<file path="config.mk">
export PLATFORM = sky130hd
export DESIGN_NAME = cascaded_timebase_with_run_limit_flat
export DESIGN_NICKNAME = d
export VERILOG_FILES = /design/src/design/ctb_pkg.sv /design/src/design/ctb_if.sv /design/src/design/ctb_step.sv /design/src/design/cascaded_timebase_with_run_limit.sv /design/src/flat_wrapper.sv
export VERILOG_INCLUDE_DIRS = /design/src /design/src/design
export SDC_FILE = /design/constraint.sdc
export NUM_CORES = 1
export LEC_CHECK = 0
export BUFFER_PORTS_ARGS = -buffer_cell sky130_fd_sc_hd__buf_2
export CORE_MARGIN = 4
export CORE_UTILIZATION = 60
export CTS_CLUSTER_DIAMETER = 200
export CTS_CLUSTER_SIZE = 25
export DETAILED_ROUTE_END_ITERATION = 12
export GPL_TIMING_DRIVEN = 0
export PLACE_DENSITY = 0.83
export SYNTH_ARGS = -nofsm -noshare
export SYNTH_HDL_FRONTEND = slang
export SYNTH_SLANG_ARGS = --single-unit
</file>
<file path="constraint.sdc">
create_clock -name clock -period 4.2 [get_ports clock]
set_input_delay 0.84 -clock clock [delete_from_list [all_inputs] [get_ports clock]]
set_output_delay 0.84 -clock clock [all_outputs]
set_load 0.005 [all_outputs]
</file>
<file path="src/design/assert_macros.svh">
// Assertion macros shared by the timebase RTL.
// Needs nothing else; pull in with a plain include where assertions are written.
`ifndef ASSERT_MACROS_SVH
`define ASSERT_MACROS_SVH

// Checked on every rising edge outside of reset.
`define CTB_ASSERT(label, clk, rst, prop, msg) \
   label: assert property (@(posedge clk) disable iff (rst) prop) else $error(msg);

// Checked on every rising edge, reset included.
`define CTB_ASSERT_ALWAYS(label, clk, prop, msg) \
   label: assert property (@(posedge clk) prop) else $error(msg);

`endif

</file>
<file path="src/design/ctb_pkg.sv">
// Shared types, constants and helpers of the cascaded timebase.
// No dependencies; imported by the request channel interface and all modules.
`default_nettype none

package ctb_pkg;

   localparam int unsigned TenthsWrap     = 10;
   localparam int unsigned HundredsWrap   = 10;
   localparam int unsigned SecondsWrap    = 60;
   localparam logic [7:0]  MaxRunReset    = 8'd60;

   localparam int unsigned FlagCount      = 6;
   localparam int unsigned Flag10ms       = 0;
   localparam int unsigned Flag100ms      = 1;
   localparam int unsigned Flag300ms      = 2;
   localparam int unsigned Flag1s         = 3;
   localparam int unsigned Flag1min       = 4;
   localparam int unsigned FlagOvertime   = 5;

   typedef enum logic [1:0] {
      MODE_BASE_TICK   = 2'd0,
      MODE_BUZZER_TICK = 2'd1,
      MODE_HOST        = 2'd2
   } ctb_mode_type;

   typedef struct packed {
      logic [1:0]           mode;
      logic [FlagCount-1:0] clear_mask;
      logic                 beep_once_set;
      logic                 beep_interval_level;
   } ctb_req_type;

   typedef struct packed {
      logic [FlagCount-1:0] flags;
      logic                 watchdog_feed;
      logic                 converter_off;
      logic                 buzzer_out;
      logic [5:0]           seconds_now;
      logic [8:0]           minutes_now;
   } ctb_rsp_type;

   typedef struct packed {
      logic [3:0]           tenths;
      logic [3:0]           hundreds;
      logic [5:0]           seconds;
      logic [8:0]           minutes;
      logic [FlagCount-1:0] flags;
      logic                 beep_once;
      logic                 beep_interval;
      logic                 buzzer;
      logic                 silence;
   } ctb_state_type;

   // True for 0, 3, 6, 9, 12 and 15.
   function automatic logic is_mult3(input logic [3:0] value);
      logic result;
      unique case (value)
         4'd0, 4'd3, 4'd6, 4'd9, 4'd12, 4'd15: result = 1'b1;
         default:                              result = 1'b0;
      endcase
      return result;
   endfunction

endpackage

`default_nettype wire

</file>
<file path="src/design/ctb_if.sv">
// Valid/ready channel interfaces for the timebase request and response.
// Depends on ctb_pkg for the field widths.
`default_nettype none

interface ctb_req_if
   import ctb_pkg::*;
   ();
   logic                 valid;
   logic                 ready;
   logic [1:0]           mode;
   logic [FlagCount-1:0] clear_mask;
   logic                 beep_once_set;
   logic                 beep_interval_level;

   modport source (output valid, output mode, output clear_mask,
                   output beep_once_set, output beep_interval_level, input ready);
   modport sink   (input valid, input mode, input clear_mask,
                   input beep_once_set, input beep_interval_level, output ready);
endinterface

interface ctb_rsp_if;
   logic       valid;
   logic       ready;
   logic       flag_10ms;
   logic       flag_100ms;
   logic       flag_300ms;
   logic       flag_1s;
   logic       flag_1min;
   logic       overtime_flag;
   logic       watchdog_feed;
   logic       converter_off;
   logic       buzzer_out;
   logic [5:0] seconds_now;
   logic [8:0] minutes_now;

   modport source (output valid, output flag_10ms, output flag_100ms, output flag_300ms,
                   output flag_1s, output flag_1min, output overtime_flag,
                   output watchdog_feed, output converter_off, output buzzer_out,
                   output seconds_now, output minutes_now, input ready);
   modport sink   (input valid, input flag_10ms, input flag_100ms, input flag_300ms,
                   input flag_1s, input flag_1min, input overtime_flag,
                   input watchdog_feed, input converter_off, input buzzer_out,
                   input seconds_now, input minutes_now, output ready);
endinterface

`default_nettype wire

</file>
<file path="src/design/ctb_step.sv">
// Single-pass next-state and response logic for one timebase item.
// Depends on ctb_pkg.
`default_nettype none

module ctb_step
   import ctb_pkg::*;
(
   input  ctb_state_type cur_state,
   input  ctb_req_type   req,
   input  logic [7:0]    max_run_minutes,
   output ctb_state_type nxt_state,
   output ctb_rsp_type   rsp
);

   logic       feed;
   logic       off;
   logic [3:0] tenths_inc;
   logic [3:0] hundreds_inc;
   logic [5:0] seconds_inc;
   logic [8:0] minutes_inc;

   assign tenths_inc   = cur_state.tenths + 4'd1;
   assign seconds_inc  = cur_state.seconds + 6'd1;
   assign minutes_inc  = cur_state.minutes + 9'd1;

   always_comb begin
      nxt_state    = cur_state;
      feed         = 1'b0;
      off          = 1'b0;
      hundreds_inc = cur_state.hundreds;
      unique case (req.mode)
         MODE_BASE_TICK: begin
            nxt_state.flags[Flag10ms] = 1'b1;
            nxt_state.tenths          = tenths_inc;
            if (tenths_inc >= 4'(TenthsWrap)) begin
               nxt_state.tenths           = 4'd0;
               nxt_state.flags[Flag100ms] = 1'b1;
               hundreds_inc               = cur_state.hundreds + 4'd1;
            end
            nxt_state.hundreds = hundreds_inc;
            // test the count after the carry and before its wrap
            if (is_mult3(hundreds_inc)) begin
               nxt_state.flags[Flag300ms] = 1'b1;
               feed                       = 1'b1;
            end
            if (hundreds_inc >= 4'(HundredsWrap)) begin
               nxt_state.hundreds      = 4'd0;
               nxt_state.flags[Flag1s] = 1'b1;
               nxt_state.seconds       = seconds_inc;
               if (seconds_inc >= 6'(SecondsWrap)) begin
                  nxt_state.seconds         = 6'd0;
                  nxt_state.flags[Flag1min] = 1'b1;
                  nxt_state.minutes         = minutes_inc;
                  if (minutes_inc > {1'b0, max_run_minutes}) begin
                     nxt_state.minutes             = 9'd0;
                     nxt_state.flags[FlagOvertime] = 1'b1;
                     off                           = 1'b1;
                  end
               end
            end
         end
         MODE_BUZZER_TICK: begin
            if (cur_state.beep_once) begin
               if (!is_mult3(cur_state.hundreds)) begin
                  nxt_state.buzzer = ~cur_state.buzzer;
               end else begin
                  nxt_state.buzzer    = 1'b0;
                  nxt_state.beep_once = 1'b0;
               end
            end
            if (cur_state.beep_interval) begin
               nxt_state.silence = 1'b1;
               // beep during even seconds, quiet during odd ones
               if (!cur_state.seconds[0]) begin
                  nxt_state.buzzer = ~nxt_state.buzzer;
               end else begin
                  nxt_state.buzzer = 1'b0;
               end
            end else if (cur_state.silence) begin
               nxt_state.buzzer  = 1'b0;
               nxt_state.silence = 1'b0;
            end
         end
         MODE_HOST: begin
            nxt_state.flags = cur_state.flags & ~req.clear_mask;
            if (req.beep_once_set) begin
               nxt_state.beep_once = 1'b1;
            end
            nxt_state.beep_interval = req.beep_interval_level;
         end
         default: begin
            // unused code: hold all state
         end
      endcase
   end

   assign rsp.flags         = nxt_state.flags;
   assign rsp.watchdog_feed = feed;
   assign rsp.converter_off = off;
   assign rsp.buzzer_out    = nxt_state.buzzer;
   assign rsp.seconds_now   = nxt_state.seconds;
   assign rsp.minutes_now   = nxt_state.minutes;

endmodule

`default_nettype wire

</file>
<file path="src/design/cascaded_timebase_with_run_limit.sv">
// Cascaded 10 ms timebase with run-time limit and buzzer sequencing: top level.
// Depends on ctb_pkg, ctb_if, ctb_step and assert_macros.svh.
//
// Every request (base tick, buzzer tick or host item) yields exactly one response.
// A request is captured in an input register and processed in one pass of the step
// logic into the response register, so the block takes one item per clock cycle
// unless the response register is stalled. A response is presented from the response
// register and transfers at the first edge at which the response side is ready. The
// input register holds an item while the response register is stalled, so a new
// request is still taken as long as that slot is free. Mode 3 is answered with the
// current status and both pulses low. The run limit (csr_wr_data) resets to 60
// minutes and should be written while no item is in flight.
`default_nettype none

`include "assert_macros.svh"

module cascaded_timebase_with_run_limit
   import ctb_pkg::*;
(
   input  logic       clock,
   input  logic       reset,
   ctb_req_if.sink    req_if,
   ctb_rsp_if.source  rsp_if,
   input  logic       csr_wr_en,
   input  logic [7:0] csr_wr_data
);

   logic          in_valid_ff;
   ctb_req_type   in_ff;
   logic          rsp_valid_ff;
   ctb_rsp_type   rsp_ff;
   ctb_state_type state_ff;
   logic [7:0]    max_run_ff;

   ctb_req_type   req_in;
   ctb_state_type state_in;
   ctb_rsp_type   rsp_in;
   logic          advance;
   logic          req_xfer;

   assign advance      = in_valid_ff && (!rsp_valid_ff || rsp_if.ready);
   assign req_if.ready = !in_valid_ff || advance;
   assign req_xfer     = req_if.valid && req_if.ready;

   assign req_in.mode                = req_if.mode;
   assign req_in.clear_mask          = req_if.clear_mask;
   assign req_in.beep_once_set       = req_if.beep_once_set;
   assign req_in.beep_interval_level = req_if.beep_interval_level;

   ctb_step u_step (
      .cur_state       (state_ff),
      .req             (in_ff),
      .max_run_minutes (max_run_ff),
      .nxt_state       (state_in),
      .rsp             (rsp_in)
   );

   always_ff @(posedge clock) begin
      if (reset) begin
         in_valid_ff  <= 1'b0;
         rsp_valid_ff <= 1'b0;
         max_run_ff   <= MaxRunReset;
         state_ff     <= '{tenths: 4'd0, hundreds: 4'd0, seconds: 6'd0, minutes: 9'd0,
                           flags: '0, beep_once: 1'b0, beep_interval: 1'b0,
                           buzzer: 1'b0, silence: 1'b1};
      end else begin
         if (req_xfer) begin
            in_valid_ff <= 1'b1;
         end else if (advance) begin
            in_valid_ff <= 1'b0;
         end
         if (advance) begin
            rsp_valid_ff <= 1'b1;
            state_ff     <= state_in;
         end else if (rsp_if.ready) begin
            rsp_valid_ff <= 1'b0;
         end
         if (csr_wr_en) begin
            max_run_ff <= csr_wr_data;
         end
      end
   end

   always_ff @(posedge clock) begin
      if (req_xfer) begin
         in_ff <= req_in;
      end
      if (advance) begin
         rsp_ff <= rsp_in;
      end
   end

   assign rsp_if.valid         = rsp_valid_ff;
   assign rsp_if.flag_10ms     = rsp_ff.flags[Flag10ms];
   assign rsp_if.flag_100ms    = rsp_ff.flags[Flag100ms];
   assign rsp_if.flag_300ms    = rsp_ff.flags[Flag300ms];
   assign rsp_if.flag_1s       = rsp_ff.flags[Flag1s];
   assign rsp_if.flag_1min     = rsp_ff.flags[Flag1min];
   assign rsp_if.overtime_flag = rsp_ff.flags[FlagOvertime];
   assign rsp_if.watchdog_feed = rsp_ff.watchdog_feed;
   assign rsp_if.converter_off = rsp_ff.converter_off;
   assign rsp_if.buzzer_out    = rsp_ff.buzzer_out;
   assign rsp_if.seconds_now   = rsp_ff.seconds_now;
   assign rsp_if.minutes_now   = rsp_ff.minutes_now;

   `CTB_ASSERT_ALWAYS(a_reset_empties, clock,
      reset |=> !rsp_valid_ff && !in_valid_ff,
      "pipeline not empty after reset")
   `CTB_ASSERT(a_hold_input, clock, reset,
      in_valid_ff && !advance |=> in_valid_ff && $stable(in_ff),
      "stalled input item lost")
   `CTB_ASSERT(a_off_sets_overtime, clock, reset,
      rsp_valid_ff && rsp_ff.converter_off |->
         rsp_ff.flags[FlagOvertime] && rsp_ff.minutes_now == 9'd0,
      "converter off without overtime")
   `CTB_ASSERT(a_feed_sets_flag, clock, reset,
      rsp_valid_ff && rsp_ff.watchdog_feed |->
         rsp_ff.flags[Flag300ms] && rsp_ff.flags[Flag10ms],
      "watchdog feed without 300 ms flag")
   `CTB_ASSERT(a_counts_in_range, clock, reset,
      state_ff.seconds < 6'd60 && state_ff.tenths < 4'd10 && state_ff.minutes <= 9'd256,
      "timebase count out of range")

endmodule

`default_nettype wire
</file>
<file path="src/flat_wrapper.sv">
// flat-port wrapper written by rule: the top's interface ports become plain ports
module cascaded_timebase_with_run_limit_flat import ctb_pkg::*;
  (clock, reset, csr_wr_en, csr_wr_data, req_if_valid, req_if_mode, req_if_clear_mask, req_if_beep_once_set, req_if_beep_interval_level, req_if_ready, rsp_if_valid, rsp_if_flag_10ms, rsp_if_flag_100ms, rsp_if_flag_300ms, rsp_if_flag_1s, rsp_if_flag_1min, rsp_if_overtime_flag, rsp_if_watchdog_feed, rsp_if_converter_off, rsp_if_buzzer_out, rsp_if_seconds_now, rsp_if_minutes_now, rsp_if_ready);
  ctb_req_if req_if_i ();
  ctb_rsp_if rsp_if_i ();
  input  logic clock;
  input  logic reset;
  input  logic csr_wr_en;
  input  logic [7:0] csr_wr_data;
  input wire logic [$bits(req_if_i.valid)-1:0] req_if_valid;
  input wire logic [$bits(req_if_i.mode)-1:0] req_if_mode;
  input wire logic [$bits(req_if_i.clear_mask)-1:0] req_if_clear_mask;
  input wire logic [$bits(req_if_i.beep_once_set)-1:0] req_if_beep_once_set;
  input wire logic [$bits(req_if_i.beep_interval_level)-1:0] req_if_beep_interval_level;
  output wire logic [$bits(req_if_i.ready)-1:0] req_if_ready;
  output wire logic [$bits(rsp_if_i.valid)-1:0] rsp_if_valid;
  output wire logic [$bits(rsp_if_i.flag_10ms)-1:0] rsp_if_flag_10ms;
  output wire logic [$bits(rsp_if_i.flag_100ms)-1:0] rsp_if_flag_100ms;
  output wire logic [$bits(rsp_if_i.flag_300ms)-1:0] rsp_if_flag_300ms;
  output wire logic [$bits(rsp_if_i.flag_1s)-1:0] rsp_if_flag_1s;
  output wire logic [$bits(rsp_if_i.flag_1min)-1:0] rsp_if_flag_1min;
  output wire logic [$bits(rsp_if_i.overtime_flag)-1:0] rsp_if_overtime_flag;
  output wire logic [$bits(rsp_if_i.watchdog_feed)-1:0] rsp_if_watchdog_feed;
  output wire logic [$bits(rsp_if_i.converter_off)-1:0] rsp_if_converter_off;
  output wire logic [$bits(rsp_if_i.buzzer_out)-1:0] rsp_if_buzzer_out;
  output wire logic [$bits(rsp_if_i.seconds_now)-1:0] rsp_if_seconds_now;
  output wire logic [$bits(rsp_if_i.minutes_now)-1:0] rsp_if_minutes_now;
  input wire logic [$bits(rsp_if_i.ready)-1:0] rsp_if_ready;
  assign req_if_i.valid = req_if_valid;
  assign req_if_i.mode = req_if_mode;
  assign req_if_i.clear_mask = req_if_clear_mask;
  assign req_if_i.beep_once_set = req_if_beep_once_set;
  assign req_if_i.beep_interval_level = req_if_beep_interval_level;
  assign req_if_ready = req_if_i.ready;
  assign rsp_if_valid = rsp_if_i.valid;
  assign rsp_if_flag_10ms = rsp_if_i.flag_10ms;
  assign rsp_if_flag_100ms = rsp_if_i.flag_100ms;
  assign rsp_if_flag_300ms = rsp_if_i.flag_300ms;
  assign rsp_if_flag_1s = rsp_if_i.flag_1s;
  assign rsp_if_flag_1min = rsp_if_i.flag_1min;
  assign rsp_if_overtime_flag = rsp_if_i.overtime_flag;
  assign rsp_if_watchdog_feed = rsp_if_i.watchdog_feed;
  assign rsp_if_converter_off = rsp_if_i.converter_off;
  assign rsp_if_buzzer_out = rsp_if_i.buzzer_out;
  assign rsp_if_seconds_now = rsp_if_i.seconds_now;
  assign rsp_if_minutes_now = rsp_if_i.minutes_now;
  assign rsp_if_i.ready = rsp_if_ready;
  cascaded_timebase_with_run_limit u_core (.clock(clock), .reset(reset), .req_if(req_if_i), .rsp_if(rsp_if_i), .csr_wr_en(csr_wr_en), .csr_wr_data(csr_wr_data));
endmodule
</file>
==> run_summary.xml, run 1 <==
<?xml version="1.0" encoding="UTF-8"?>
<metrics>
  <group name="timing">
    <metric name="slew_viol_final" unit="">0</metric>
    <metric name="period_share" unit="%">89.04</metric>
    <metric name="finalSetupViolations" unit="">0</metric>
    <metric name="period_minus_slack" unit="ns">3.740</metric>
    <metric name="relSlewSlack" unit="%">33.04</metric>
    <metric name="fmaxAchievable" unit="MHz">267.4</metric>
    <metric name="fin_tns_setup" unit="ns">0</metric>
    <metric name="clock-skew-final" unit="ns">0.01254</metric>
    <metric name="finalHoldViolCount" unit="">0</metric>
    <metric name="rsz0062_at_grt" unit="">false</metric>
    <metric name="worst_hold_slack" unit="ns">0.4786</metric>
    <metric name="worst-slew-pin-transition" unit="ns">0.9985</metric>
  </group>
  <group name="layout">
    <metric name="nNetsFinal" unit="">549</metric>
    <metric name="drive_above_1_share" unit="%">16.31</metric>
    <metric name="area_growth_syn_to_layout" unit="%">12.82</metric>
    <metric name="postLayoutCellArea" unit="um2">4582</metric>
    <metric name="n_antenna_cell" unit="">0</metric>
  </group>
  <group name="cts">
    <metric name="worst_skew_pair.late_latency" unit="ns">0.37</metric>
    <metric name="cts_clk_pin_slew_worst_paths" unit="ns">0.08</metric>
    <metric name="numClockSinks" unit="">77</metric>
    <metric name="cts_setup_buffers" unit="">0</metric>
    <metric name="cts_tree" unit="">yes</metric>
    <metric name="cts-root-buf" unit="">clkbuf_8</metric>
    <metric name="cts_repair_resize_count" unit="">0</metric>
    <metric name="cts_inserted_buffers" unit="">9</metric>
    <metric name="clock_path_buffers" unit="">2</metric>
    <metric name="h_tree_levels" unit="">3</metric>
    <metric name="post_cts_hold_buffer_count" unit="">0</metric>
  </group>
  <group name="drt">
    <metric name="post_drt_wl_per_cell" unit="um">15.95</metric>
    <metric name="postRouteAntennaNets" unit="">0</metric>
    <metric name="viasPerCell" unit="">6.113</metric>
    <metric name="detailroute.via_count" unit="">3619</metric>
    <metric name="initialDrtViolationCount" unit="">249</metric>
    <metric name="totalWireLength" unit="um">9444</metric>
    <metric name="drt_pass1_iterations" unit="">5</metric>
    <metric name="post-route-drc-count" unit="">0</metric>
  </group>
  <group name="synthesis">
    <metric name="synth.area.mux_share" unit="%">1.263</metric>
    <metric name="dominant_combinational_cell_family_by_area_after_synthesis" unit="">simple AND/OR/NAND/NOR gates</metric>
    <metric name="ys_seq_area_share" unit="%">46.33</metric>
    <metric name="synth_cell_types" unit="">60</metric>
    <metric name="synthesis.yosys.warnings" unit="">0</metric>
    <metric name="simple_logic_cell_fraction_of_the_synthesized_area" unit="%">21.75</metric>
    <metric name="synth_enable_flop_cells" unit="">34</metric>
    <metric name="synth_nets" unit="">490</metric>
    <metric name="register_bit_count_reported_by_yosys" unit="">77</metric>
    <metric name="async_flop_share" unit="%">0</metric>
    <metric name="synth_cells" unit="">451</metric>
    <metric name="fraction_of_the_mapped_netlist_area_in_compound_gates" unit="%">18.33</metric>
    <metric name="postSynthAreaPerCell" unit="um2">9.005</metric>
    <metric name="post_synth_xor_area_fraction" unit="%">2.557</metric>
    <metric name="post_synthesis_share_of_cell_area_spent_on_full_adders_half_adders_and_majority_gates" unit="%">4.929</metric>
    <metric name="synthesis.area" unit="um2">4061</metric>
    <metric name="synthFlopType" unit="">dfxtp_1</metric>
  </group>
  <group name="worst_setup_path">
    <metric name="timing.critical_path.slowest_cell_delay" unit="ns">0.79</metric>
    <metric name="cpMaxStageDelayCell" unit="">a211oi_1</metric>
    <metric name="timing.critical_path.buf_inv" unit="">1</metric>
    <metric name="critical_path.startpoint_type" unit="">flop</metric>
    <metric name="critical_path_arrival" unit="ns">3.85</metric>
    <metric name="worstPathMaxFanout" unit="">10</metric>
    <metric name="criticalPathCategory" unit="">flop to flop</metric>
    <metric name="worst_ep_required_time" unit="ns">4.31</metric>
    <metric name="worstSetupEndpointType" unit="">flop</metric>
    <metric name="cpLargestDelayFamily" unit="">compound AO/OA/AOI/OAI gates</metric>
    <metric name="crit_path_cell_trace" unit="">ha_1 -&gt; and3_1 -&gt; nand3_1 -&gt; xnor2_1 -&gt; ha_1 -&gt; o211a_1 -&gt; a211oi_1 -&gt; a211oi_1 -&gt; nor2_1 -&gt; clkbuf_1 -&gt; nand2_1 -&gt; o21ai_1</metric>
  </group>
  <group name="place">
    <metric name="port_buffers" unit="">48</metric>
    <metric name="place_hpwl" unit="um">6687</metric>
    <metric name="dpl_cell_area" unit="um2">4399</metric>
    <metric name="gp_congestion" unit="">0.9190</metric>
  </group>
  <group name="power_and_ir_drop">
    <metric name="swShare" unit="%">23.61</metric>
    <metric name="pwr-share-seq" unit="%">56.2</metric>
    <metric name="report.power.total" unit="uW">1457</metric>
    <metric name="power.density_cell_area" unit="nW/um2">318.1</metric>
    <metric name="power.share.clock" unit="%">37.2</metric>
    <metric name="p_leak" unit="uW">0.001781</metric>
    <metric name="p_comb_share" unit="%">6.7</metric>
    <metric name="switchingPower" unit="uW">344.1</metric>
    <metric name="ir_worst_vdd" unit="V">0.0002573</metric>
    <metric name="internal-power" unit="uW">1113</metric>
  </group>
  <group name="die">
    <metric name="core_footprint" unit="um2">6459</metric>
    <metric name="chipWidth" unit="um">90.28</metric>
    <metric name="fp.dieArea" unit="um2">8150</metric>
    <metric name="ios" unit="">49</metric>
    <metric name="core.rowCount" unit="">29</metric>
    <metric name="die-height" unit="um">90.28</metric>
    <metric name="start_util" unit="%">62.88</metric>
  </group>
  <group name="job">
    <metric name="drv.max_cap_violation_count" unit="">0</metric>
  </group>
  <group name="grt">
    <metric name="grt_max_degree" unit="">34</metric>
    <metric name="overflow" unit="">0</metric>
    <metric name="gr-usage-all-layers" unit="%">23.90</metric>
    <metric name="antenna_found_initial" unit="">0</metric>
    <metric name="wire_length_of_the_first_global_routing_pass" unit="um">15860</metric>
    <metric name="first_global_vias" unit="">3391</metric>
  </group>
  <group name="worst_hold_path">
    <metric name="class_of_the_worst_hold_path" unit="">flop to flop</metric>
  </group>
  <group name="status">
    <metric name="result_of_the_run" unit="">complete, no violations</metric>
  </group>
</metrics>
-- cell usage after synthesis (all sizes together), types with 9 or more instances --
library cell  instances  area share (%)
clkbuf                9            0.83
dfxtp                43              21
nand3                20             2.6
edfxtp               34              25
o21ai                42             5.3
a21oi                28             3.5
nor3                 16             2.0
ha                   16             4.9
buf                  14             1.8
nand2                52             4.8
inv                  24             2.2
nor2                 36             3.4
-- power groups by stage --
stage / clock network [uW] / registers [uW] / logic, uW
after floorplan: 0 / 836 / 54.7
after global placement: 0 / 835 / 94.0
after detailed placement: 0 / 835 / 96.4
after CTS: 544 / 818 / 97.5
after global routing: 579 / 821 / 109
final: 541 / 818 / 97.5
-- state kept, by name, indices dropped and copies added, names as in the netlist, 6 cells and up --
| name | cells |
|---|---|
| u_core.in_ff | 10 |
| u_core.max_run_ff | 8 |
| u_core.rsp_if.minutes_now | 9 |
| u_core.rsp_if.seconds_now | 6 |
| u_core.state_ff | 33 |
-- layout make-up --
type | instances | area, um2
Multi-Input combinational cell | 327 | 1983
Sequential cell | 77 | 1882
Fill cell | 496 | 1877
Timing Repair Buffer | 48 | 240.2
Clock buffer | 10 | 127.6
Buffer | 23 | 107.6
Tap cell | 77 | 96.34
Inverter | 24 | 90.09
Clock inverter | 6 | 55.05
-- worst paths after layout --
| check | to | startpoint | slack (ns) | depth (start not counted) |
|---|---|---|---|---|
| max | u_core.rsp_if.minutes_now[1] | u_core.state_ff[10] | 0.46 | 12 |
| min | u_core.state_ff[7] | u_core.state_ff[7] | 0.48 | 2 |
| max reg2reg | u_core.rsp_if.minutes_now[1] | u_core.state_ff[10] | 0.46 | 12 |
| min reg2reg | u_core.state_ff[7] | u_core.state_ff[7] | 0.48 | 2 |
-- placed cells by master, fill, tap and decap left out, types with 16 or more instances in the layout --
cell type / n
nand2_1: 52
ha_1: 16
nand3_1: 19
nor3_1: 16
nor2_1: 35
edfxtp_1: 34
a21oi_1: 28
inv_1: 24
dfxtp_1: 43
o21ai_0: 28
buf_2: 56
-- through the flow --
| stage | setup slack, ns | utilization [%] | cells |
|---|---|---|---|
| floorplan | 1.346 | - | 451 |
| global placement | 0.5592 | 68.09 | 576 |
| detailed placement | 0.5712 | 68.11 | 576 |
| CTS | 0.5681 | 70.94 | 592 |
| global route | 0.2288 | 70.94 | 592 |
| finish | 0.4605 | 70.94 | 592 |
-- per-layer routing --
| layer | up-vias | part of all wire [%] | track usage [%] | routed length [um] |
|---|---|---|---|---|
| met3 | 25 | 8.0 | 5.083 | 753 |
| met4 | 0 | 2.3 | 9.439 | 216 |
| met2 | 166 | 46 | 38.27 | 4310 |
| li1 | 1746 | - | - | - |
| met1 | 1682 | 44 | 31.69 | 4164 |
| met5 | - | 0 | 0 | 0 |
-- tightest hold or removal path: stages, from the launching register on --
cell	delay (ns)
dfxtp_1	0.31
o21ai_0	0.06
a21oi_1	0.06
-- kinds of logic after synthesis --
kind of cell	after synthesis
AOI/OAI and AO/OA	117
xor gates and xnor gates	11
adders and majority gates	16
buffers and inverters	47
DFF	77
muxes	5
and+or+nand+nor	178
Note: power is estimated with default switching activity, not from simulation.
==> run 2, diff against run 1 <==
- ABC_AREA: not set -> 1
- CTS_CLUSTER_DIAMETER: 200 -> not set
- RECOVER_POWER: not set -> 100
==> run_summary.xml, run 2 <==
<?xml version="1.0" encoding="UTF-8"?>
<metrics>
  <group name="synthesis">
    <metric name="yosys.area.top_type" unit="">edfxtp_1</metric>
    <metric name="synth_commonest_cells" unit="">96 x nand2_1, 79 x inv_1, 43 x dfxtp_1</metric>
    <metric name="postSynthAreaPerCell" unit="um2">8.209</metric>
    <metric name="synthesis.area" unit="um2">3965</metric>
    <metric name="register_bit_count_reported_by_yosys" unit="">77</metric>
    <metric name="count_leader_synth" unit="">nand2_1</metric>
    <metric name="synth_nets" unit="">522</metric>
    <metric name="synth_enable_flop_cells" unit="">34</metric>
    <metric name="synth_largest_type_area_fraction" unit="%">25.75</metric>
    <metric name="synth_cells" unit="">483</metric>
    <metric name="synthFlopType" unit="">dfxtp_1</metric>
    <metric name="async_flop_share" unit="%">0</metric>
    <metric name="ys_seq_area_share" unit="%">47.46</metric>
    <metric name="cell_types_with_the_largest_area_share_after_synthesis" unit="">edfxtp_1 26%, dfxtp_1 22%, nand2_1 9.1%, inv_1 7.5%, ha_1 5.0%</metric>
    <metric name="synthesis.yosys.warnings" unit="">0</metric>
    <metric name="synth_cell_types" unit="">37</metric>
  </group>
  <group name="die">
    <metric name="ios" unit="">49</metric>
    <metric name="chipWidth" unit="um">89.29</metric>
    <metric name="die-height" unit="um">89.29</metric>
    <metric name="fp.dieArea" unit="um2">7973</metric>
    <metric name="core.rowCount" unit="">29</metric>
    <metric name="core_footprint" unit="um2">6386</metric>
    <metric name="start_util" unit="%">62.09</metric>
  </group>
  <group name="timing">
    <metric name="rsz0062_at_grt" unit="">false</metric>
    <metric name="fmaxAchievable" unit="MHz">307.7</metric>
    <metric name="finalHoldViolCount" unit="">0</metric>
    <metric name="period_minus_slack" unit="ns">3.250</metric>
    <metric name="clock-skew-final" unit="ns">0.01031</metric>
    <metric name="period_share" unit="%">77.38</metric>
    <metric name="worst-slew-pin-transition" unit="ns">1.756</metric>
    <metric name="finalSetupViolations" unit="">0</metric>
    <metric name="fin_tns_setup" unit="ns">0</metric>
    <metric name="slew_viol_final" unit="">34</metric>
    <metric name="relSlewSlack" unit="%">-17.09</metric>
  </group>
  <group name="worst_setup_path">
    <metric name="worstPathMaxFanout" unit="">9</metric>
    <metric name="most_common_cell_on_crit_path" unit="">nand2_1</metric>
    <metric name="rrSetupSlack" unit="ns">0.95</metric>
    <metric name="crit_path_cell_trace" unit="">inv_1 -&gt; ha_1 -&gt; inv_1 -&gt; nor2_1 -&gt; nand2_1 -&gt; nand2_1 -&gt; nand2_1 -&gt; nand2_1 -&gt; nand2_1 -&gt; nand3_1 -&gt; nor2_1 -&gt; clkinvlp_2 -&gt; nand2_1 -&gt; nand3_1 -&gt; nand2_1 -&gt; inv_1</metric>
    <metric name="criticalPathCategory" unit="">flop to flop</metric>
    <metric name="cpMaxStageDelayCell" unit="">nor2_1</metric>
    <metric name="critical_path_arrival" unit="ns">3.51</metric>
    <metric name="critical_path.startpoint_type" unit="">flop</metric>
    <metric name="worst_ep_required_time" unit="ns">4.46</metric>
    <metric name="worstSetupEndpointType" unit="">flop</metric>
    <metric name="timing.critical_path.slowest_cell_delay" unit="ns">0.43</metric>
  </group>
  <group name="power_and_ir_drop">
    <metric name="p_comb_share" unit="%">11.3</metric>
    <metric name="internal-power" unit="uW">1111</metric>
    <metric name="p_leak" unit="uW">0.002055</metric>
    <metric name="ir_worst_vdd" unit="V">0.0002200</metric>
    <metric name="switchingPower" unit="uW">437.0</metric>
    <metric name="swShare" unit="%">28.23</metric>
    <metric name="power.share.clock" unit="%">34.0</metric>
    <metric name="power.density_cell_area" unit="nW/um2">355.2</metric>
    <metric name="pwr-share-seq" unit="%">54.7</metric>
  </group>
  <group name="layout">
    <metric name="drive_above_1_share" unit="%">10.07</metric>
    <metric name="layout.cells.most_common" unit="">nand2_1</metric>
    <metric name="postLayoutCellArea" unit="um2">4359</metric>
    <metric name="most_used_cells_in_the_layout_excluding_fill_and_tap_cells" unit="">102 x nand2_1, 80 x inv_1, 43 x dfxtp_1</metric>
    <metric name="multiInputGateArea" unit="um2">1617</metric>
    <metric name="nNetsFinal" unit="">580</metric>
    <metric name="area_growth_syn_to_layout" unit="%">9.940</metric>
    <metric name="n_antenna_cell" unit="">0</metric>
    <metric name="largest_register_ffs" unit="">33</metric>
    <metric name="largest_register" unit="">u_core.state_ff</metric>
    <metric name="register_area" unit="um2">1882</metric>
    <metric name="layout.filler_cells" unit="">521</metric>
  </group>
  <group name="grt">
    <metric name="first_global_vias" unit="">3238</metric>
    <metric name="grt_max_degree" unit="">34</metric>
    <metric name="wire_length_of_the_first_global_routing_pass" unit="um">14150</metric>
    <metric name="antenna_found_initial" unit="">0</metric>
    <metric name="gr-usage-all-layers" unit="%">23.18</metric>
    <metric name="overflow" unit="">0</metric>
  </group>
  <group name="drt">
    <metric name="post_drt_wl_per_cell" unit="um">13.64</metric>
    <metric name="totalWireLength" unit="um">8500</metric>
    <metric name="initialDrtViolationCount" unit="">248</metric>
    <metric name="drt_pass1_iterations" unit="">5</metric>
    <metric name="post-route-drc-count" unit="">0</metric>
    <metric name="postRouteAntennaNets" unit="">0</metric>
    <metric name="detailroute.via_count" unit="">3306</metric>
    <metric name="viasPerCell" unit="">5.307</metric>
  </group>
  <group name="status">
    <metric name="violations" unit="">max-capacitance violations, max-slew violations</metric>
    <metric name="result_of_the_run" unit="">complete, but fails checks</metric>
  </group>
  <group name="place">
    <metric name="gp_congestion" unit="">0.8768</metric>
    <metric name="dpl_cell_area" unit="um2">4297</metric>
    <metric name="port_buffers" unit="">47</metric>
    <metric name="place_hpwl" unit="um">6012</metric>
  </group>
  <group name="cts">
    <metric name="cts_inserted_buffers" unit="">9</metric>
    <metric name="numClockSinks" unit="">77</metric>
    <metric name="cts_tree" unit="">yes</metric>
    <metric name="cts_repair_resize_count" unit="">0</metric>
    <metric name="clock_path_buffers" unit="">2</metric>
    <metric name="post_cts_hold_buffer_count" unit="">0</metric>
    <metric name="cts-root-buf" unit="">clkbuf_8</metric>
    <metric name="worst_skew_pair.late_latency" unit="ns">0.36</metric>
    <metric name="h_tree_levels" unit="">3</metric>
    <metric name="cts_setup_buffers" unit="">0</metric>
    <metric name="cts_clk_pin_slew_worst_paths" unit="ns">0.09</metric>
  </group>
  <group name="job">
    <metric name="drv.max_cap_violation_count" unit="">1</metric>
  </group>
  <group name="worst_hold_path">
    <metric name="class_of_the_worst_hold_path" unit="">flop to flop</metric>
  </group>
</metrics>
-- run 2: critical path, delay by kind of cell (launching register included) --
kind                     cells  cell delay (ns)
adder cells (fa/ha/maj)      1             0.26
buffers and inverters        4             0.60
flip-flops                   1             0.39
AND/OR/NAND/NOR             11             1.89
-- run 2: final cells by class --
| type | instances | share of cell area, % |
|---|---|---|
| buffer | 11 | 1.320 |
| sequential | 77 | 43.17 |
| clock buffer | 9 | 2.842 |
| inverter | 83 | 7.204 |
| tap | 77 | 2.210 |
| clock inverter | 7 | 1.349 |
| timing repair buffer | 47 | 4.822 |
| multi-input combinational | 312 | 37.08 |
-- run 2: cell families after synthesis --
logic type	count (synthesis)	synth area share (%)
buffers and inverters	94	9.846
DFF	77	47.46
AOI/OAI and AO/OA	86	12.09
and+or+nand+nor	199	23.13
adders and majority gates	16	5.049
xor gates and xnor gates	11	2.430
-- run 2: power by group through the flow --
stage	sequential, uW	combinational (uW)	clock (uW)
after floorplan	861	124	0
after global placement	861	173	0
after detailed placement	863	181	0
after CTS	845	184	532
after global routing	851	201	563
final	847	175	526
-- run 2: path summary, 6_finish.rpt --
kind                              from                    to  cells after the start
setup / recovery   u_core.state_ff[30]   u_core.state_ff[11]                     16
hold / removal    u_core.max_run_ff[7]  u_core.max_run_ff[7]                      2
setup reg to reg   u_core.state_ff[30]   u_core.state_ff[11]                     16
hold reg to reg   u_core.max_run_ff[7]  u_core.max_run_ff[7]                      2
-- run 2: through the flow --
| step | utilization, % | total power, uW | std cells | hold WS [ns] | worst slack [ns] |
|---|---|---|---|---|---|
| floorplan | - | 984.4 | 483 | 0.4347 | 1.893 |
| global placement | 67.28 | 1034 | 607 | 0.4572 | 1.487 |
| detailed placement | 67.28 | 1043 | 607 | 0.4634 | 1.404 |
| CTS | 70.14 | 1561 | 623 | 0.4761 | 1.372 |
| global route | 68.26 | 1616 | 623 | 0.4915 | 0.5590 |
| finish | 68.26 | 1548 | 623 | 0.4757 | 0.9501 |
-- run 2: metal layers --
metal  vias up  part of all wire, %  GRT usage, %
li1       1685                    -             -
met1      1479                   42         27.37
met2       118                   49         39.99
met3        24                  5.9         3.779
met4         0                  2.9         12.86
met5         -                    0             0
==> run 3, diff against run 2 <==
- CORE_UTILIZATION: 60 -> 52
- PLACE_DENSITY: 0.83 -> 0.76
- clock period: 4.2 -> 2.6 ns (I/O delays scaled with it)
==> run_summary.xml, run 3 (synthesized netlist as in run 2, its figures left out) <==
<?xml version="1.0" encoding="UTF-8"?>
<metrics>
  <group name="layout">
    <metric name="nNetsFinal" unit="">585</metric>
    <metric name="largest_register_ffs" unit="">33</metric>
    <metric name="postLayoutCellArea" unit="um2">4608</metric>
    <metric name="layout.cells.most_common" unit="">nand2_1</metric>
    <metric name="n_antenna_cell" unit="">0</metric>
    <metric name="largest_register" unit="">u_core.state_ff</metric>
    <metric name="most_used_cells_in_the_layout_excluding_fill_and_tap_cells" unit="">97 x nand2_1, 79 x inv_1, 40 x dfxtp_1</metric>
    <metric name="area_growth_syn_to_layout" unit="%">16.22</metric>
    <metric name="drive_above_1_share" unit="%">16.33</metric>
  </group>
  <group name="timing">
    <metric name="finalHoldViolCount" unit="">0</metric>
    <metric name="rsz0062_at_grt" unit="">true</metric>
    <metric name="period_share" unit="%">97.11</metric>
    <metric name="finalSetupViolations" unit="">0</metric>
    <metric name="period_minus_slack" unit="ns">2.525</metric>
    <metric name="relSlewSlack" unit="%">59.46</metric>
    <metric name="clock-skew-final" unit="ns">0.01140</metric>
    <metric name="fmaxAchievable" unit="MHz">396.1</metric>
    <metric name="final.setup.worst_slack" unit="ns">0.07520</metric>
    <metric name="worst-slew-pin-transition" unit="ns">0.6080</metric>
    <metric name="slew_viol_final" unit="">0</metric>
    <metric name="fin_tns_setup" unit="ns">0</metric>
  </group>
  <group name="die">
    <metric name="start_util" unit="%">54.09</metric>
    <metric name="core_footprint" unit="um2">7331</metric>
    <metric name="chipWidth" unit="um">95.32</metric>
    <metric name="core.rowCount" unit="">31</metric>
    <metric name="die-height" unit="um">95.32</metric>
    <metric name="ios" unit="">49</metric>
    <metric name="fp.dieArea" unit="um2">9086</metric>
  </group>
  <group name="cts">
    <metric name="cts_inserted_buffers" unit="">9</metric>
    <metric name="numClockSinks" unit="">77</metric>
    <metric name="worst_skew_pair.late_latency" unit="ns">0.34</metric>
    <metric name="cts-root-buf" unit="">clkbuf_8</metric>
    <metric name="post_cts_hold_buffer_count" unit="">0</metric>
    <metric name="cts_clk_pin_slew_worst_paths" unit="ns">0.08</metric>
    <metric name="h_tree_levels" unit="">3</metric>
    <metric name="clock_path_buffers" unit="">2</metric>
    <metric name="cts_tree" unit="">yes</metric>
  </group>
  <group name="power_and_ir_drop">
    <metric name="p_leak" unit="uW">0.002117</metric>
    <metric name="ir_worst_vdd" unit="V">0.0003705</metric>
    <metric name="power.density_cell_area" unit="nW/um2">535.6</metric>
  </group>
  <group name="grt">
    <metric name="grt_max_degree" unit="">34</metric>
    <metric name="wire_length_of_the_first_global_routing_pass" unit="um">13690</metric>
    <metric name="first_global_vias" unit="">3158</metric>
    <metric name="antenna_found_initial" unit="">0</metric>
    <metric name="overflow" unit="">0</metric>
    <metric name="gr-usage-all-layers" unit="%">19.46</metric>
  </group>
  <group name="drt">
    <metric name="wl_met3" unit="um">474</metric>
    <metric name="post_drt_wl_per_cell" unit="um">13.09</metric>
    <metric name="drt_pass1_iterations" unit="">5</metric>
    <metric name="initialDrtViolationCount" unit="">192</metric>
    <metric name="postRouteAntennaNets" unit="">0</metric>
    <metric name="post-route-drc-count" unit="">0</metric>
    <metric name="wl_met1" unit="um">3576</metric>
    <metric name="viasPerCell" unit="">5.158</metric>
    <metric name="topRoutingLayerUsed" unit="">met4</metric>
    <metric name="routed-wl-met2" unit="um">4264</metric>
    <metric name="detailroute.via_count" unit="">3353</metric>
    <metric name="totalWireLength" unit="um">8509</metric>
  </group>
  <group name="worst_setup_path">
    <metric name="timing.critical_path.buf_inv" unit="">6</metric>
    <metric name="criticalPathCategory" unit="">flop to flop</metric>
    <metric name="worstSetupEndpointType" unit="">flop</metric>
    <metric name="crit_path_cell_trace" unit="">inv_1 -&gt; nor3_2 -&gt; buf_4 -&gt; xor2_1 -&gt; inv_1 -&gt; ha_1 -&gt; nand2_1 -&gt; inv_1 -&gt; nand3_1 -&gt; inv_1 -&gt; nand4_1 -&gt; inv_1 -&gt; nand2_1 -&gt; nand2_4 -&gt; nand3_1 -&gt; a22oi_2</metric>
    <metric name="worst_ep_required_time" unit="ns">2.77</metric>
    <metric name="critical_path.startpoint_type" unit="">flop</metric>
    <metric name="timing.critical_path.slowest_cell_delay" unit="ns">0.37</metric>
    <metric name="cpMaxStageDelayCell" unit="">dfxtp_2</metric>
    <metric name="critical_path_arrival" unit="ns">2.70</metric>
    <metric name="cpLargestDelayFamily" unit="">simple AND/OR/NAND/NOR gates</metric>
    <metric name="most_common_cell_on_crit_path" unit="">inv_1</metric>
    <metric name="worstPathMaxFanout" unit="">7</metric>
  </group>
  <group name="status">
    <metric name="result_of_the_run" unit="">complete, no violations</metric>
  </group>
  <group name="worst_hold_path">
    <metric name="class_of_the_worst_hold_path" unit="">input pin to flop</metric>
  </group>
  <group name="place">
    <metric name="port_buffers" unit="">47</metric>
    <metric name="gp_congestion" unit="">0.8732</metric>
    <metric name="dpl_cell_area" unit="um2">4324</metric>
    <metric name="pre_cts_ws" unit="ns">-0.1836</metric>
    <metric name="place_hpwl" unit="um">6088</metric>
  </group>
  <group name="job">
    <metric name="drv.max_cap_violation_count" unit="">0</metric>
  </group>
</metrics>
## run 3: changes by cell type in the layout (fill, tap and decap cells not counted), moves of 3 or more
| cell | before | now |
|---|---|---|
| buf_4 | 0 | 5 |
| o21ai_0 | 32 | 25 |
| nand3_2 | 1 | 4 |
| nand3_1 | 39 | 35 |
| dfxtp_1 | 43 | 40 |
| ha_1 | 16 | 12 |
| ha_4 | 0 | 4 |
| o21ai_1 | 0 | 5 |
| nand2_4 | 1 | 4 |
| nand2_1 | 102 | 97 |
| nor2_1 | 42 | 38 |
## run 3: layer usage
layer | track usage, % | vias to the layer above
met1 | 23.76 | 1521
met2 | 33.24 | 110
li1 | - | 1700
met5 | 0 | -
met4 | 8.774 | 0
met3 | 3.631 | 22
## run 3: worst reg2reg max path, delay by kind of cell, from the launching register on
| kind | cells | cell delay (ns) |
|---|---|---|
| simple gates | 7 | 0.82 |
| buf+inv | 6 | 0.54 |
| flops | 1 | 0.37 |
| fa+ha+maj | 1 | 0.29 |
| compound gates | 1 | 0.19 |
| xor+xnor | 1 | 0.15 |
## run 3: report_power, final
| group | switching, uW | internal (uW) | total (uW) |
|---|---|---|---|
| clock | 440 | 347 | 786 |
| sequential | 35.0 | 1330 | 1370 |
| combinational | 196 | 118 | 314 |
| total | 671 | 1800 | 2470 |
## run 3: timing repair
| item | 4_1_cts | 5_1_grt |
|---|---|---|
| resized for setup | 5 | 18 |
| setup endpoints to repair | 14 | 17 |
| pin swaps | 0 | 6 |
| buffers inserted | 0 | 5 |
## run 3: final cells by class
cell class / instances / area (um2)
clock inverter: 6 / 40.04
sequential: 77 / 1888
fill: 642 / 2723
clock buffer: 10 / 127.6
timing repair buffer: 52 / 246.5
tap: 99 / 123.9
buffer: 11 / 67.56
multi-input combinational: 312 / 1795
inverter: 83 / 319.1
## run 3: path summary, 6_finish.rpt
kind,startpoint,to,slack (ns),cells past startpoint
setup / recovery,u_core.state_ff[11],u_core.rsp_if.minutes_now[4],0.08,16
hold / removal,req_if_clear_mask[3],u_core.in_ff[5],0.35,1
setup reg to reg,u_core.state_ff[11],u_core.rsp_if.minutes_now[4],0.08,16
hold reg to reg,u_core.max_run_ff[2],u_core.max_run_ff[2],0.48,2
## run 3: metrics by stage
stage | hold WS (ns) | power [uW] | utilization (%) | cells
after floorplan | 0.4347 | 1590 | - | 483
after global placement | 0.4610 | 1674 | 58.99 | 629
after detailed placement | 0.4652 | 1688 | 58.99 | 629
after CTS | 0.3355 | 2467 | 61.53 | 645
after global routing | 0.3335 | 2595 | 62.86 | 650
final | 0.3481 | 2468 | 62.86 | 650
